[src/rtl/mexp_pkg.sv]
`default_nettype none
// ---------------------------------------------------------------------------
// mexp_pkg
// Shared types and constants for the modular exponentiation block.
// ---------------------------------------------------------------------------
package mexp_pkg;

	// field and register widths at the ports
	localparam int FIELD_W       = 32;
	localparam int DEFAULT_WIDTH = 32;
	localparam int ADDR_W        = 3;

	// register reset values
	localparam logic [FIELD_W-1:0] RESET_MODULUS  = 32'd16777215;
	localparam logic [FIELD_W-1:0] RESET_EXPONENT = 32'd65537;

	// register index, taken from paddr[2]
	localparam logic REG_MODULUS  = 1'b0;
	localparam logic REG_EXPONENT = 1'b1;

	// sequencer states
	typedef enum logic [2:0] {
		ST_IDLE,
		ST_REDUCE,
		ST_STEP,
		ST_MULT,
		ST_SQUARE,
		ST_FINISH
	} state_t;

	// status from the serial multiplier
	typedef struct packed {
		logic busy;
		logic done;
	} mul_stat_t;

endpackage

`default_nettype wire

[src/rtl/mexp_base_if.sv]
`default_nettype none
// ---------------------------------------------------------------------------
// mexp_base_if
// Valid/ready channel carrying the base word.
// ---------------------------------------------------------------------------
interface mexp_base_if;

	logic                           valid;
	logic                           ready;
	logic [mexp_pkg::FIELD_W-1:0]   base_value;

	modport source (output valid, output base_value, input ready);
	modport sink   (input valid, input base_value, output ready);

endinterface

`default_nettype wire

[src/rtl/mexp_result_if.sv]
`default_nettype none
// ---------------------------------------------------------------------------
// mexp_result_if
// Valid/ready channel carrying the result word.
// ---------------------------------------------------------------------------
interface mexp_result_if;

	logic                           valid;
	logic                           ready;
	logic [mexp_pkg::FIELD_W-1:0]   power_result;

	modport source (output valid, output power_result, input ready);
	modport sink   (input valid, input power_result, output ready);

endinterface

`default_nettype wire

[src/rtl/mexp_cfg.sv]
`default_nettype none
// ---------------------------------------------------------------------------
// mexp_cfg
// APB register file: modulus (index 0) and exponent (index 1).
// ---------------------------------------------------------------------------
module mexp_cfg #(
	parameter int WIDTH = mexp_pkg::DEFAULT_WIDTH
) (
	input  wire logic                          clk,
	input  wire logic                          arst_n,
	input  wire logic                          psel,
	input  wire logic                          penable,
	input  wire logic                          pwrite,
	input  wire logic [mexp_pkg::ADDR_W-1:0]   paddr,
	input  wire logic [mexp_pkg::FIELD_W-1:0]  pwdata,
	output logic      [mexp_pkg::FIELD_W-1:0]  prdata,
	output logic                               pready,
	output logic      [WIDTH-1:0]              modulus,
	output logic      [WIDTH-1:0]              exponent
);

	logic [WIDTH-1:0] mod_q;
	logic [WIDTH-1:0] exp_q;
	logic             wr_en;

	assign pready = 1'b1;
	assign wr_en  = psel & penable & pwrite;

	// register writes, low WIDTH bits kept
	always_ff @(posedge clk or negedge arst_n) begin
		if (!arst_n) begin
			mod_q <= WIDTH'(mexp_pkg::RESET_MODULUS);
			exp_q <= WIDTH'(mexp_pkg::RESET_EXPONENT);
		end else if (wr_en) begin
			if (paddr[2] == mexp_pkg::REG_MODULUS) begin
				mod_q <= WIDTH'(pwdata);
			end else begin
				exp_q <= WIDTH'(pwdata);
			end
		end
	end

	// read back
	always_comb begin
		if (paddr[2] == mexp_pkg::REG_EXPONENT) begin
			prdata = mexp_pkg::FIELD_W'(exp_q);
		end else begin
			prdata = mexp_pkg::FIELD_W'(mod_q);
		end
	end

	assign modulus  = mod_q;
	assign exponent = exp_q;

endmodule

`default_nettype wire

[src/rtl/mexp_mulmod.sv]
`default_nettype none
// ---------------------------------------------------------------------------
// mexp_mulmod
// Bit-serial interleaved modular multiplier: p = a * b mod m, one bit of b
// per cycle, MSB first. Needs a < m and m nonzero; b may be any value.
// ---------------------------------------------------------------------------
module mexp_mulmod #(
	parameter int WIDTH = mexp_pkg::DEFAULT_WIDTH
) (
	input  wire logic              clk,
	input  wire logic              arst_n,
	input  wire logic              start,
	input  wire logic [WIDTH-1:0]  op_a,
	input  wire logic [WIDTH-1:0]  op_b,
	input  wire logic [WIDTH-1:0]  modulus,
	output logic      [WIDTH-1:0]  product,
	output mexp_pkg::mul_stat_t    stat
);

	localparam int CW = $clog2(WIDTH);

	logic [WIDTH-1:0] a_q;
	logic [WIDTH-1:0] b_q;
	logic [WIDTH-1:0] acc_q;
	logic [CW-1:0]    cnt_q;
	logic             busy_q;
	logic             done_q;

	logic [WIDTH+1:0] sum;
	logic [WIDTH+1:0] m1;
	logic [WIDTH+1:0] m2;
	logic [WIDTH-1:0] acc_nxt;

	// acc = 2*acc + (bit ? a : 0), below 3m, then one of three candidates
	always_comb begin
		m1  = {2'b00, modulus};
		m2  = {1'b0, modulus, 1'b0};
		sum = {1'b0, acc_q, 1'b0} + {2'b00, (b_q[WIDTH-1] ? a_q : '0)};
		if (sum >= m2) begin
			acc_nxt = WIDTH'(sum - m2);
		end else if (sum >= m1) begin
			acc_nxt = WIDTH'(sum - m1);
		end else begin
			acc_nxt = WIDTH'(sum);
		end
	end

	// control
	always_ff @(posedge clk or negedge arst_n) begin
		if (!arst_n) begin
			busy_q <= 1'b0;
			done_q <= 1'b0;
			cnt_q  <= '0;
		end else begin
			done_q <= 1'b0;
			if (start) begin
				busy_q <= 1'b1;
				cnt_q  <= CW'(WIDTH - 1);
			end else if (busy_q) begin
				cnt_q <= cnt_q - 1'b1;
				if (cnt_q == '0) begin
					busy_q <= 1'b0;
					done_q <= 1'b1;
				end
			end
		end
	end

	// operand and accumulator shift registers
	always_ff @(posedge clk) begin
		if (start) begin
			a_q   <= op_a;
			b_q   <= op_b;
			acc_q <= '0;
		end else if (busy_q) begin
			b_q   <= {b_q[WIDTH-2:0], 1'b0};
			acc_q <= acc_nxt;
		end
	end

	assign product   = acc_q;
	assign stat.busy = busy_q;
	assign stat.done = done_q;

endmodule

`default_nettype wire

[src/rtl/modular_exponentiation.sv]
`default_nettype none
// ---------------------------------------------------------------------------
// modular_exponentiation
// Right-to-left square-and-multiply: power_result = base_value^exponent
// mod modulus, on one shared bit-serial modular multiplier.
// ---------------------------------------------------------------------------
// All work goes through one bit-serial modular multiplier. An item first
// reduces the base; then each exponent bit up to the highest set one takes
// a step, a multiply where the bit is set and a square, which is left out
// after the highest set bit; the result is then handed over. An exponent
// of zero, or a modulus of zero, is answered without the multiplier (1 and
// 0 respectively). One item is in work at a time; a finished word waits in
// an output register, so the next base is taken while the previous result
// is still unread. Write the modulus and exponent registers only while the
// block is idle.
module modular_exponentiation #(
	parameter int WIDTH = mexp_pkg::DEFAULT_WIDTH
) (
	input  wire logic                          clk,
	input  wire logic                          arst_n,
	mexp_base_if.sink                          base_in,
	mexp_result_if.source                      result_out,
	input  wire logic                          psel,
	input  wire logic                          penable,
	input  wire logic                          pwrite,
	input  wire logic [mexp_pkg::ADDR_W-1:0]   paddr,
	input  wire logic [mexp_pkg::FIELD_W-1:0]  pwdata,
	output logic      [mexp_pkg::FIELD_W-1:0]  prdata,
	output logic                               pready
);

	mexp_pkg::state_t    state_q;
	mexp_pkg::state_t    state_nxt;
	mexp_pkg::mul_stat_t mstat;

	logic [WIDTH-1:0] modulus;
	logic [WIDTH-1:0] exponent;
	logic [WIDTH-1:0] x_in;
	logic [WIDTH-1:0] acc_q;
	logic [WIDTH-1:0] sq_q;
	logic [WIDTH-1:0] e_q;
	logic [WIDTH-1:0] product;
	logic [WIDTH-1:0] op_a;
	logic [WIDTH-1:0] op_b;
	logic             mul_start;
	logic             accept;
	logic             last_bit;
	logic             out_free;
	logic             out_valid_q;
	logic [mexp_pkg::FIELD_W-1:0] out_data_q;

	mexp_cfg #(.WIDTH(WIDTH)) u_cfg (
		.clk      (clk),
		.arst_n   (arst_n),
		.psel     (psel),
		.penable  (penable),
		.pwrite   (pwrite),
		.paddr    (paddr),
		.pwdata   (pwdata),
		.prdata   (prdata),
		.pready   (pready),
		.modulus  (modulus),
		.exponent (exponent)
	);

	mexp_mulmod #(.WIDTH(WIDTH)) u_mul (
		.clk     (clk),
		.arst_n  (arst_n),
		.start   (mul_start),
		.op_a    (op_a),
		.op_b    (op_b),
		.modulus (modulus),
		.product (product),
		.stat    (mstat)
	);

	assign x_in     = WIDTH'(base_in.base_value);
	assign accept   = base_in.valid & base_in.ready;
	assign last_bit = (e_q[WIDTH-1:1] == '0);
	assign out_free = !out_valid_q || result_out.ready;

	// next state
	always_comb begin
		state_nxt = state_q;
		case (state_q)
			mexp_pkg::ST_IDLE: begin
				if (accept) begin
					if (exponent == '0 || modulus == '0) begin
						state_nxt = mexp_pkg::ST_FINISH;
					end else begin
						state_nxt = mexp_pkg::ST_REDUCE;
					end
				end
			end
			mexp_pkg::ST_REDUCE: begin
				if (mstat.done) begin
					state_nxt = mexp_pkg::ST_STEP;
				end
			end
			mexp_pkg::ST_STEP: begin
				if (e_q == '0) begin
					state_nxt = mexp_pkg::ST_FINISH;
				end else if (e_q[0]) begin
					state_nxt = mexp_pkg::ST_MULT;
				end else begin
					state_nxt = mexp_pkg::ST_SQUARE;
				end
			end
			mexp_pkg::ST_MULT: begin
				if (mstat.done) begin
					state_nxt = last_bit ? mexp_pkg::ST_FINISH : mexp_pkg::ST_SQUARE;
				end
			end
			mexp_pkg::ST_SQUARE: begin
				if (mstat.done) begin
					state_nxt = mexp_pkg::ST_STEP;
				end
			end
			mexp_pkg::ST_FINISH: begin
				if (out_free) begin
					state_nxt = mexp_pkg::ST_IDLE;
				end
			end
			default: state_nxt = mexp_pkg::ST_IDLE;
		endcase
	end

	// multiplier launch and operand selection
	always_comb begin
		base_in.ready = 1'b0;
		mul_start     = 1'b0;
		op_a          = sq_q;
		op_b          = sq_q;
		case (state_q)
			mexp_pkg::ST_IDLE: begin
				base_in.ready = 1'b1;
				// base mod m as (1 mod m) * x mod m
				op_a      = (modulus == WIDTH'(1)) ? '0 : WIDTH'(1);
				op_b      = x_in;
				mul_start = accept && (exponent != '0) && (modulus != '0);
			end
			mexp_pkg::ST_STEP: begin
				mul_start = (e_q != '0);
				if (e_q[0]) begin
					op_a = acc_q;
				end
			end
			mexp_pkg::ST_MULT: begin
				mul_start = mstat.done && !last_bit;
			end
			default: begin
				mul_start = 1'b0;
			end
		endcase
	end

	// state register
	always_ff @(posedge clk or negedge arst_n) begin
		if (!arst_n) begin
			state_q <= mexp_pkg::ST_IDLE;
		end else begin
			state_q <= state_nxt;
		end
	end

	// working values
	always_ff @(posedge clk) begin
		case (state_q)
			mexp_pkg::ST_IDLE: begin
				if (accept) begin
					e_q <= exponent;
					if (exponent == '0) begin
						acc_q <= WIDTH'(1);
					end else if (modulus == '0 || modulus == WIDTH'(1)) begin
						acc_q <= '0;
					end else begin
						acc_q <= WIDTH'(1);
					end
				end
			end
			mexp_pkg::ST_REDUCE: begin
				if (mstat.done) begin
					sq_q <= product;
				end
			end
			mexp_pkg::ST_MULT: begin
				if (mstat.done) begin
					acc_q <= product;
				end
			end
			mexp_pkg::ST_SQUARE: begin
				if (mstat.done) begin
					sq_q <= product;
					e_q  <= e_q >> 1;
				end
			end
			default: begin
				e_q <= e_q;
			end
		endcase
	end

	// output word register
	always_ff @(posedge clk or negedge arst_n) begin
		if (!arst_n) begin
			out_valid_q <= 1'b0;
		end else if (state_q == mexp_pkg::ST_FINISH && out_free) begin
			out_valid_q <= 1'b1;
		end else if (result_out.ready) begin
			out_valid_q <= 1'b0;
		end
	end

	always_ff @(posedge clk) begin
		if (state_q == mexp_pkg::ST_FINISH && out_free) begin
			out_data_q <= mexp_pkg::FIELD_W'(acc_q);
		end
	end

	assign result_out.valid        = out_valid_q;
	assign result_out.power_result = out_data_q;

endmodule

`default_nettype wire
[src/flat_wrapper.sv]
// flat-port wrapper written by rule: the top's interface ports become plain ports
module modular_exponentiation_flat 
#(
	parameter int WIDTH = mexp_pkg::DEFAULT_WIDTH
)
  (clk, arst_n, psel, penable, pwrite, paddr, pwdata, prdata, pready, base_in_valid, base_in_base_value, base_in_ready, result_out_valid, result_out_power_result, result_out_ready);
  mexp_base_if base_in_i ();
  mexp_result_if result_out_i ();
  input  wire logic clk;
  input  wire logic arst_n;
  input  wire logic psel;
  input  wire logic penable;
  input  wire logic pwrite;
  input  wire logic [mexp_pkg::ADDR_W-1:0] paddr;
  input  wire logic [mexp_pkg::FIELD_W-1:0] pwdata;
  output logic      [mexp_pkg::FIELD_W-1:0] prdata;
  output logic pready;
  input wire logic [$bits(base_in_i.valid)-1:0] base_in_valid;
  input wire logic [$bits(base_in_i.base_value)-1:0] base_in_base_value;
  output wire logic [$bits(base_in_i.ready)-1:0] base_in_ready;
  output wire logic [$bits(result_out_i.valid)-1:0] result_out_valid;
  output wire logic [$bits(result_out_i.power_result)-1:0] result_out_power_result;
  input wire logic [$bits(result_out_i.ready)-1:0] result_out_ready;
  assign base_in_i.valid = base_in_valid;
  assign base_in_i.base_value = base_in_base_value;
  assign base_in_ready = base_in_i.ready;
  assign result_out_valid = result_out_i.valid;
  assign result_out_power_result = result_out_i.power_result;
  assign result_out_i.ready = result_out_ready;
  modular_exponentiation #(.WIDTH(WIDTH)) u_core (.clk(clk), .arst_n(arst_n), .base_in(base_in_i), .result_out(result_out_i), .psel(psel), .penable(penable), .pwrite(pwrite), .paddr(paddr), .pwdata(pwdata), .prdata(prdata), .pready(pready));
endmodule
[config.mk]
export PLATFORM = sky130hd
export DESIGN_NAME = modular_exponentiation_flat
export DESIGN_NICKNAME = d
export VERILOG_FILES = /design/src/rtl/mexp_pkg.sv /design/src/rtl/mexp_base_if.sv /design/src/rtl/mexp_result_if.sv /design/src/rtl/mexp_cfg.sv /design/src/rtl/mexp_mulmod.sv /design/src/rtl/modular_exponentiation.sv /design/src/flat_wrapper.sv
export SDC_FILE = /design/constraint.sdc
export NUM_CORES = 1
export LEC_CHECK = 0
export BUFFER_PORTS_ARGS = -buffer_cell sky130_fd_sc_hd__buf_2
export CAP_MARGIN = 20
export CORE_MARGIN = 8
export CORE_UTILIZATION = 37
export DETAILED_ROUTE_END_ITERATION = 7
export SLEW_MARGIN = 20
export SYNTH_ARGS = -nofsm -noshare
export SYNTH_HDL_FRONTEND = slang
export SYNTH_SLANG_ARGS = --single-unit
export TNS_END_PERCENT = 5
[constraint.sdc]
create_clock -name clk -period 15 [get_ports clk]
set_input_delay 0.75 -clock clk [delete_from_list [all_inputs] [get_ports clk]]
set_output_delay 0.75 -clock clk [all_outputs]
set_load 0.05 [all_outputs]
After elaboration in Yosys (flattened, before gate mapping)
Index checks and enable logic that the tools add are counted.
{"block": "totals", "ff_bits": 299, "inputBits": 74}
{"block": "op_classes", "magnitude_cmp": 2, "n_eq_ne": 11, "n_bitwise": 4, "n_reduce_logical": 29, "n_mux": 39, "add_sub_neg": 4}
{"cell": "$mux W32", "count": 13}
{"cell": "$pmux W32 S2", "count": 3}
{"cell": "$logic_not A32 Y1", "count": 3}
{"cell": "$reduce_bool A32 Y1", "count": 3}
{"cell": "$sub A32 B32 Y32", "count": 2}
{"cell": "$add A33 B32 Y34", "count": 1}
{"cell": "$ge A34 B32 Y1", "count": 1}
{"cell": "$ge A34 B33 Y1", "count": 1}
{"cell": "$eq A32 B1 Y1 const B", "count": 1}
{"cell": "$logic_not A31 Y1", "count": 1}
{"cell": "$mux W3", "count": 7}
{"cell": "$pmux W3 S5", "count": 1}
{"cell": "$mux W1", "count": 12}
{"cell": "$mux W5", "count": 2}
{"cell": "$reduce_bool A2 Y1", "count": 4}
{"cell": "$eq A3 B2 Y1 const B", "count": 2}
{"cell": "$eq A3 B3 Y1 const B", "count": 2}
{"cell": "$ne A2 B1 Y1 const B", "count": 3}
{"cell": "$reduce_and A2 Y1", "count": 3}
{"cell": "$reduce_and A3 Y1", "count": 2}
{"cell": "$logic_not A5 Y1", "count": 1}
{"cell": "$sub A5 B1 Y5 const B", "count": 1}
{"cell": "$logic_and A1 B1 Y1", "count": 4}
{"cell": "$ne A2 B2 Y1 const B", "count": 2}
{"cell": "9 further kinds", "count": 14}

Longest topological paths before layout
Gate-level depths: netlist (run 1).
{"block": "depth", "depth_word": 7, "ltp_mapped": 25, "depth_no_buf": 22}

By module
Synthesis (run 1) repeated with hierarchy kept, for this count alone.
{"block": "unflattened", "hier_cells": 1623, "hier_area_um2": 18172.4}
{"mod": "mexp_mulmod", "instances": 1, "cells_each": 1083, "seq_area_each_um2": 2737.6, "area_each_um2": 9405.3}
{"mod": "modular_exponentiation", "instances": 1, "cells_each": 366, "seq_area_each_um2": 3943.8, "area_each_um2": 5823.1}
{"mod": "mexp_cfg", "instances": 1, "cells_each": 174, "seq_area_each_um2": 1634.1, "area_each_um2": 2944.1}

Worst setup path after synthesis (run 1)
Ideal clock, no wire load.
{"block": "synth_path", "path_kind": "reg-to-reg", "startpoint": "register u_core.u_mul.b_q[31]", "endpoint": "register u_core.u_mul.acc_q[13] (netlist: u_core.u_mul.product[13])", "setup_ns": 0.115, "path_slack_ns": 9.998, "period_less_slack_ns": 5.002, "path_buffers": 2, "t_arrival_ns": 4.887, "path_stages_with_launch": 22, "cell_sequence": "edfxtp_1 -> clkbuf_1 -> nand2_1 -> fa_1 -> nor2b_1 -> o311ai_1 -> a31o_2 -> o211ai_1 -> a21oi_1 -> o21ai_0 -> xor2_1 -> ha_1 -> nand4_1 -> nor2_1 -> a2111o_1 -> a31oi_1 -> o21ai_1 -> a211oi_2 -> o211a_2 -> clkbuf_1 -> o22ai_1 -> o21a_1"}
{"block": "synth_between", "elab_chain_cells": 5}
{"item": "start, declared", "line": "mexp_mulmod.sv:23", "source": "logic [WIDTH-1:0] b_q;"}
{"item": "start signal, assigned", "line": "mexp_mulmod.sv:73", "source": "b_q <= op_b;"}
{"item": "start signal, assigned", "line": "mexp_mulmod.sv:76", "source": "b_q <= {b_q[WIDTH-2:0], 1'b0};"}
{"item": "$mux W32 *", "line": "mexp_mulmod.sv:38", "source": "sum = {1'b0, acc_q, 1'b0} + {2'b00, (b_q[WIDTH-1] ? a_q : '0)};"}
{"item": "$add A33 B32 Y34 *", "line": "mexp_mulmod.sv:38"}
{"item": "$sub A32 B32 Y32 / $ge A34 B32 Y1 (equally long branches)", "line": "mexp_mulmod.sv:42, mexp_mulmod.sv:41"}
{"item": "$mux W32", "line": "mexp_mulmod.sv:41", "source": "end else if (sum >= m1) begin"}
{"item": "$mux W32 *", "line": "mexp_mulmod.sv:39", "source": "if (sum >= m2) begin"}
{"item": "end signal, assigned", "line": "mexp_mulmod.sv:77", "source": "acc_q <= acc_nxt;"}
{"item": "end, declared", "line": "mexp_mulmod.sv:24", "source": "logic [WIDTH-1:0] acc_q;"}
Mark *: on every way between the ends. The rest lies on a longest branch, timed or not.
A chain may end at the register's enable or synchronous reset.

Final worst setup path (run 1)
{"block": "layout_path", "startpoint": "register u_core.u_mul.b_q[31]", "endpoint": "register u_core.u_mul.acc_q[22] (netlist: u_core.u_mul.product[22])"}
The elaborated chain is that of the path after synthesis.

==> reports/metrics.cfg, run 1 <==
[run_status]
run_status=complete, no violations

[timing]
setup_tns_ns=0
slew_headroom=0.312
period_share=0.445
slew_viol_final=0
setup_violations=0
rsz0062_at_grt=false
clock.fmax_mhz=150
fin_skew_ns=0.0232
finalHoldViolCount=0
fin_crit_ns=6.68
tightest_slew_ns=1.03

[die]
die_w_um=236
dieHeight_um=236
core_um2=47800
dieArea_um2=55900
start_util=0.376
pin_count=141
std_cell_rows=80

[clock_tree]
cts_max_level=2
cts_hold_buf=0
clk_path_buf_depth=3
clk_pin_slew_ns=0.07
cts_sinks=299
cts_resized=0
post_cts_buffers=0
cts_made_buffers=35
cts_tree=built
clockRootBuffer=clkbuf_16
clk_latency_ns=0.56

[min_path]
hold_path_class=in -> async

[worst_setup_path]
cp_data_arrival_time_ns=7.08
crit_path_max_fanout=32
worstSetupEndpointType=register
critPathRequiredTime_ns=15.41
path_class=reg -> reg
startpoint_type=register

[detailed_routing]
drc=0
ant_nets=0
initialDrtViolationCount=1078
vias_per_cell=5.56
drt_pass1_iterations=5
wire_per_inst_um=20.5
wl_um=51000
via_count=13800

[place]
gp_congestion=0.920
dp.cells=2424
hpwl_um=38300
portBuffers=137

[yosys]
synth.distinct_cells=87
synth_area_per_cell_um2=10.4
synth_flop_cell=edfxtp_1
synth_edf_count=192
yosys_warnings=0
syn-num-nets=1902
ys_ff_latch=299
postSynthCellCount=1728
ys_seq_area_frac=0.462
syn-cell-area_um2=18000
synthArstFlopShare=0.251

[final_layout]
multi_input_area_um2=9140
seqCellArea_um2=8320
diodes=0
final_cells=2486
final_core_util=0.426
nets=2020
drive_above_1_share=0.189
nFillCells=4645
area_growth_pct=13.4
final_cell_mix=edfxtp_1 (192), nand2_1 (169), o21ai_0 (137), buf_2 (136), a21oi_1 (101)
final_common_cell=edfxtp_1

[grt]
grt_max_degree=96
grt_antenna_before_repair=1
grt_pass1_vias=13800
grt_pass1_wl_um=79700
grtUsageTotal=0.179
gr-total-overflow=0

[job]
maxCapViolCount=0

[critical path, stage by stage, from the launching register on]
cell and delay [ns]:
edfxtp_1 0.32, buf_4 0.30, and2_1 0.21, ha_1 0.20, inv_1 0.06, fa_1 0.40, nor2b_1 0.21, o311ai_1 0.18
a31o_2 0.27, o211ai_1 0.45, a21oi_1 0.18, o21ai_0 0.37, xor2_1 0.44, ha_1 0.38, nand4_1 0.17, nor2_1 0.08
a2111o_1 0.38, a31oi_1 0.17, o21ai_1 0.11, a211oi_2 0.34, o211a_2 0.58, nand2_1 0.32, a211oi_1 0.30, a2111oi_1 0.09
[through the flow]
| step | area [um^2] | hold slack (ns) | setup WS, ns |
|---|---|---|---|
| global route | 20400 | 0.276 | 7.81 |
| floorplan | 18000 | 0.425 | 10.0 |
| CTS | 20400 | 0.381 | 8.34 |
| finish | 20400 | 0.234 | 8.32 |
| global placement | 19300 | 0.435 | 8.37 |
| detailed placement | 19300 | 0.438 | 8.36 |
[cells by family after synthesis]
family	synth area share
fa+ha+maj	0.0708
other cells	0.000209
compound gates	0.177
mux	0.0872
flops	0.462
simple gates	0.132
xor+xnor	0.0385
buf+inv	0.0320
[metal layers]
metal  track usage  share of wire  up-vias
met1         0.257           0.49     6673
met3        0.0351          0.057       59
met4        0.0502          0.022        2
met2         0.269           0.43      373
li1              -              -     6712
met5             0        0.00022        -
[final timing paths]
check | start | to | slack [ns] | cells after the start
setup / recovery | u_core.u_mul.b_q[31] | u_core.u_mul.product[22] | 8.32 | 23
hold / removal | arst_n | u_core.u_mul.cnt_q[1] | 0.23 | 1
setup reg to reg | u_core.u_mul.b_q[31] | u_core.u_mul.product[22] | 8.32 | 23
hold reg to reg | u_core.acc_q[12] | u_core.result_out.power_result[12] | 0.45 | 0
max in group asynchronous | arst_n | u_core.u_mul.busy_q | 14.25 | 1
min in group clk | pwdata[26] | u_core.u_cfg.exponent[26] | 0.44 | 2
[Yosys cell counts, types with 7 or more instances]
master       n  area [um^2]
o21ai_0    137          686
xor2_1      27          236
a22o_1      32          280
o21bai_1    12         90.1
edfxtp_1   192         5770
nand2b_1    10         62.6
mux2_2     100         1130
o2bb2ai_1    7         61.3
nand4_1     19          119
xnor2_1     52          455
clkbuf_1    66          248
nor3_1      20          100
a21o_1      37          278
dfxtp_1     32          641
a21oi_1    101          505
inv_1       68          255
nand3_1     25          125
o21a_1      19          143
o211a_1      7         70.1
o211ai_1    18          135
ha_1        97         1210
and2_1      71          444
nand2_1    169          634
nor2b_1     12         75.1
a31oi_1     18          113
dfstp_2     26          683
a211oi_1    24          180
mux2i_1     43          430
dfrtp_1     49         1230
nor4_1      30          188
or3_1        8         50.1
nor2_1      71          267
and3_1      10         62.6
o31ai_1      8         60.1
[area by class of cell]
class                      count  share of cell area
tap                          615              0.0377
multi-input combinational   1284               0.448
clock inverter                16             0.00620
clock buffer                  46              0.0460
inverter                      70              0.0129
timing repair buffer         156              0.0409
sequential                   299               0.408
[sequential cells by signal, indices dropped and copies added, names as in the netlist]
register and count:
u_core.acc_q 32, u_core.e_q 32, u_core.result_out.power_result 32, u_core.sq_q 32, u_core.u_cfg.exponent 32, u_core.u_cfg.modulus 32, u_core.u_mul.a_q 32, u_core.u_mul.b_q 32
u_core.u_mul.product 32, u_core.u_mul.cnt_q 5, u_core.state_q 3, u_core.result_out.valid 1, u_core.u_mul.busy_q 1, u_core.u_mul.done_q 1
Power of run 1 is not shown: default switching activity piles up to over one toggle a cycle in this logic, so the estimate is an artifact.
==> inputs of run 2 (changes only) <==
==> constraint.sdc (replaced) <==
create_clock -name clk -period 5.97 [get_ports clk]
set_input_delay 0.2985 -clock clk [delete_from_list [all_inputs] [get_ports clk]]
set_output_delay 0.2985 -clock clk [all_outputs]
set_load 0.05 [all_outputs]
==> run 2 against run 1 <==
Effect of this change: die area unchanged; fmax is 19% higher; global-route usage rose by 0.051 points; utilization increased by 1.4 points; setup slack lost 7.9 ns; first-iteration DRC count increased by 6.4%; critical path depth is 2 lower; critical endpoint is now u_core.u_mul.product[4].
==> reports/metrics.cfg, run 2 (synthesis gave the netlist of run 1 again) <==
[worst_setup_path]
cp.buffers_inverters=2
path_cells=and2_1 > ha_1 > a2111oi_0 > o21a_1 > o31a_1 > nand3_1 > a31oi_1 > o21ai_0 > xor2_1 > ha_1 > nand2_1 > nor2_1 > and3_1 > nand3_1 > o41a_1 > o211ai_4 > buf_4 > buf_12 > mux2_2 > a21oi_1 > nor2_1
crit_path_max_fanout=17
critPathMaxStageDelay_ns=0.53
crit_family=compound AO/OA/AOI/OAI gates
startpoint_type=register
crit_slowest_cell=o41a_1
worstSetupEndpointType=register
path_class=reg -> reg
cp_data_arrival_time_ns=6.04
critPathRequiredTime_ns=6.42

[clock_tree]
cts_made_buffers=35
clockRootBuffer=clkbuf_16
cts_tree=built
clk_latency_ns=0.56
clk_path_buf_depth=3
cts_max_level=2
clk_pin_slew_ns=0.06
cts_sinks=299

[die]
start_util=0.376
dieHeight_um=236
die_w_um=236
std_cell_rows=80
core_um2=47800
pin_count=141
dieArea_um2=55900

[min_path]
hold_path_class=in -> reg

[final_layout]
final_common_cell=edfxtp_1
seqCellArea_um2=8320
drive_above_1_share=0.207
nets=2079
multi_input_area_um2=9200
final_cell_mix=edfxtp_1 (192), nand2_1 (169), buf_2 (136), o21ai_0 (134), a21oi_1 (101)
area_growth_pct=17.1
nFillCells=4598

[timing]
slew_viol_final=0
slew_headroom=0.334
period_share=0.936
rsz0062_at_grt=false
setup_tns_ns=0
finalHoldViolCount=0
clock.fmax_mhz=179
fin_skew_ns=0.0256
tightest_slew_ns=0.999
fin_crit_ns=5.59
setup_violations=0

[grt]
grt_pass1_wl_um=79600
gr-total-overflow=0
grt_antenna_before_repair=0
grt_pass1_vias=13900
grtUsageTotal=0.179
grt_max_degree=76

[detailed_routing]
wl_um=51600
ant_nets=0
vias_per_cell=5.52
initialDrtViolationCount=1147
wire_per_inst_um=20.3
drt_pass1_iterations=5
drc=0
via_count=14100

[place]
hpwl_um=39200
gp_congestion=0.887
portBuffers=137

[run_status]
run_status=complete, no violations

[job]
maxCapViolCount=0

-- run 2: path summary, 6_finish.rpt --
check / endpoint / slack [ns] / cells after the start / start
worst max-delay path: u_core.u_mul.product[4] / 0.38 / 21 / u_core.u_mul.b_q[31]
worst min-delay path: u_core.u_cfg.exponent[0] / 0.05 / 2 / pwdata[0]
worst max register to register: u_core.u_mul.product[4] / 0.38 / 21 / u_core.u_mul.b_q[31]
worst min register to register: u_core.result_out.power_result[19] / 0.45 / 0 / u_core.acc_q[19]
max in group asynchronous: u_core.u_mul.busy_q / 5.04 / 2 / arst_n
min in group asynchronous: u_core.u_cfg.exponent[8] / 0.36 / 2 / arst_n
-- run 2: per-layer routing --
| metal | vias to the layer above | wire [um] | global-route usage |
|---|---|---|---|
| met4 | 0 | 1030 | 0.0476 |
| li1 | 6831 | - | - |
| met1 | 6755 | 25000 | 0.258 |
| met2 | 412 | 22500 | 0.274 |
| met3 | 59 | 3070 | 0.0318 |
| met5 | - | 0 | 0 |
-- run 2: layout make-up --
class                      count  area share
sequential                   299       0.395
clock inverter                21     0.00998
inverter                      70      0.0125
antenna                        1    0.000119
tap                          615      0.0365
timing repair buffer         215      0.0654
multi-input combinational   1284       0.437
clock buffer                  43      0.0435
-- run 2: through the flow --
step	instances	hold WS, ns	utilization	area (um^2)	setup slack (ns)
floorplan	1728	0.00291	-	18000	0.969
global placement	2448	0.435	0.408	19500	0.329
detailed placement	2448	0.436	0.408	19500	0.240
CTS	2542	0.0102	0.438	21000	0.172
global route	2547	0.0296	0.440	21100	0.0299
finish	2548	0.0463	0.440	21100	0.380
-- run 2: worst reg2reg max path, stage by stage, from the launching register on --
cell and delay (ns):
edfxtp_1 0.45, and2_1 0.18, ha_1 0.35, a2111oi_0 0.39
o21a_1 0.22, o31a_1 0.20, nand3_1 0.16, a31oi_1 0.34
o21ai_0 0.21, xor2_1 0.39, ha_1 0.34, nand2_1 0.14
nor2_1 0.17, and3_1 0.21, nand3_1 0.10, o41a_1 0.53
o211ai_4 0.16, buf_4 0.22, buf_12 0.16, mux2_2 0.35
a21oi_1 0.16, nor2_1 0.06
-- run 2: timing repair --
action | CTS | global route
gates resized for setup | 0 | 14
setup endpoints to repair | 0 | 31
buffers inserted | 0 | 5
hold buffers | 30 | 0
hold endpoints to repair | 106 | 0
Power of run 2 is left out for the same reason.
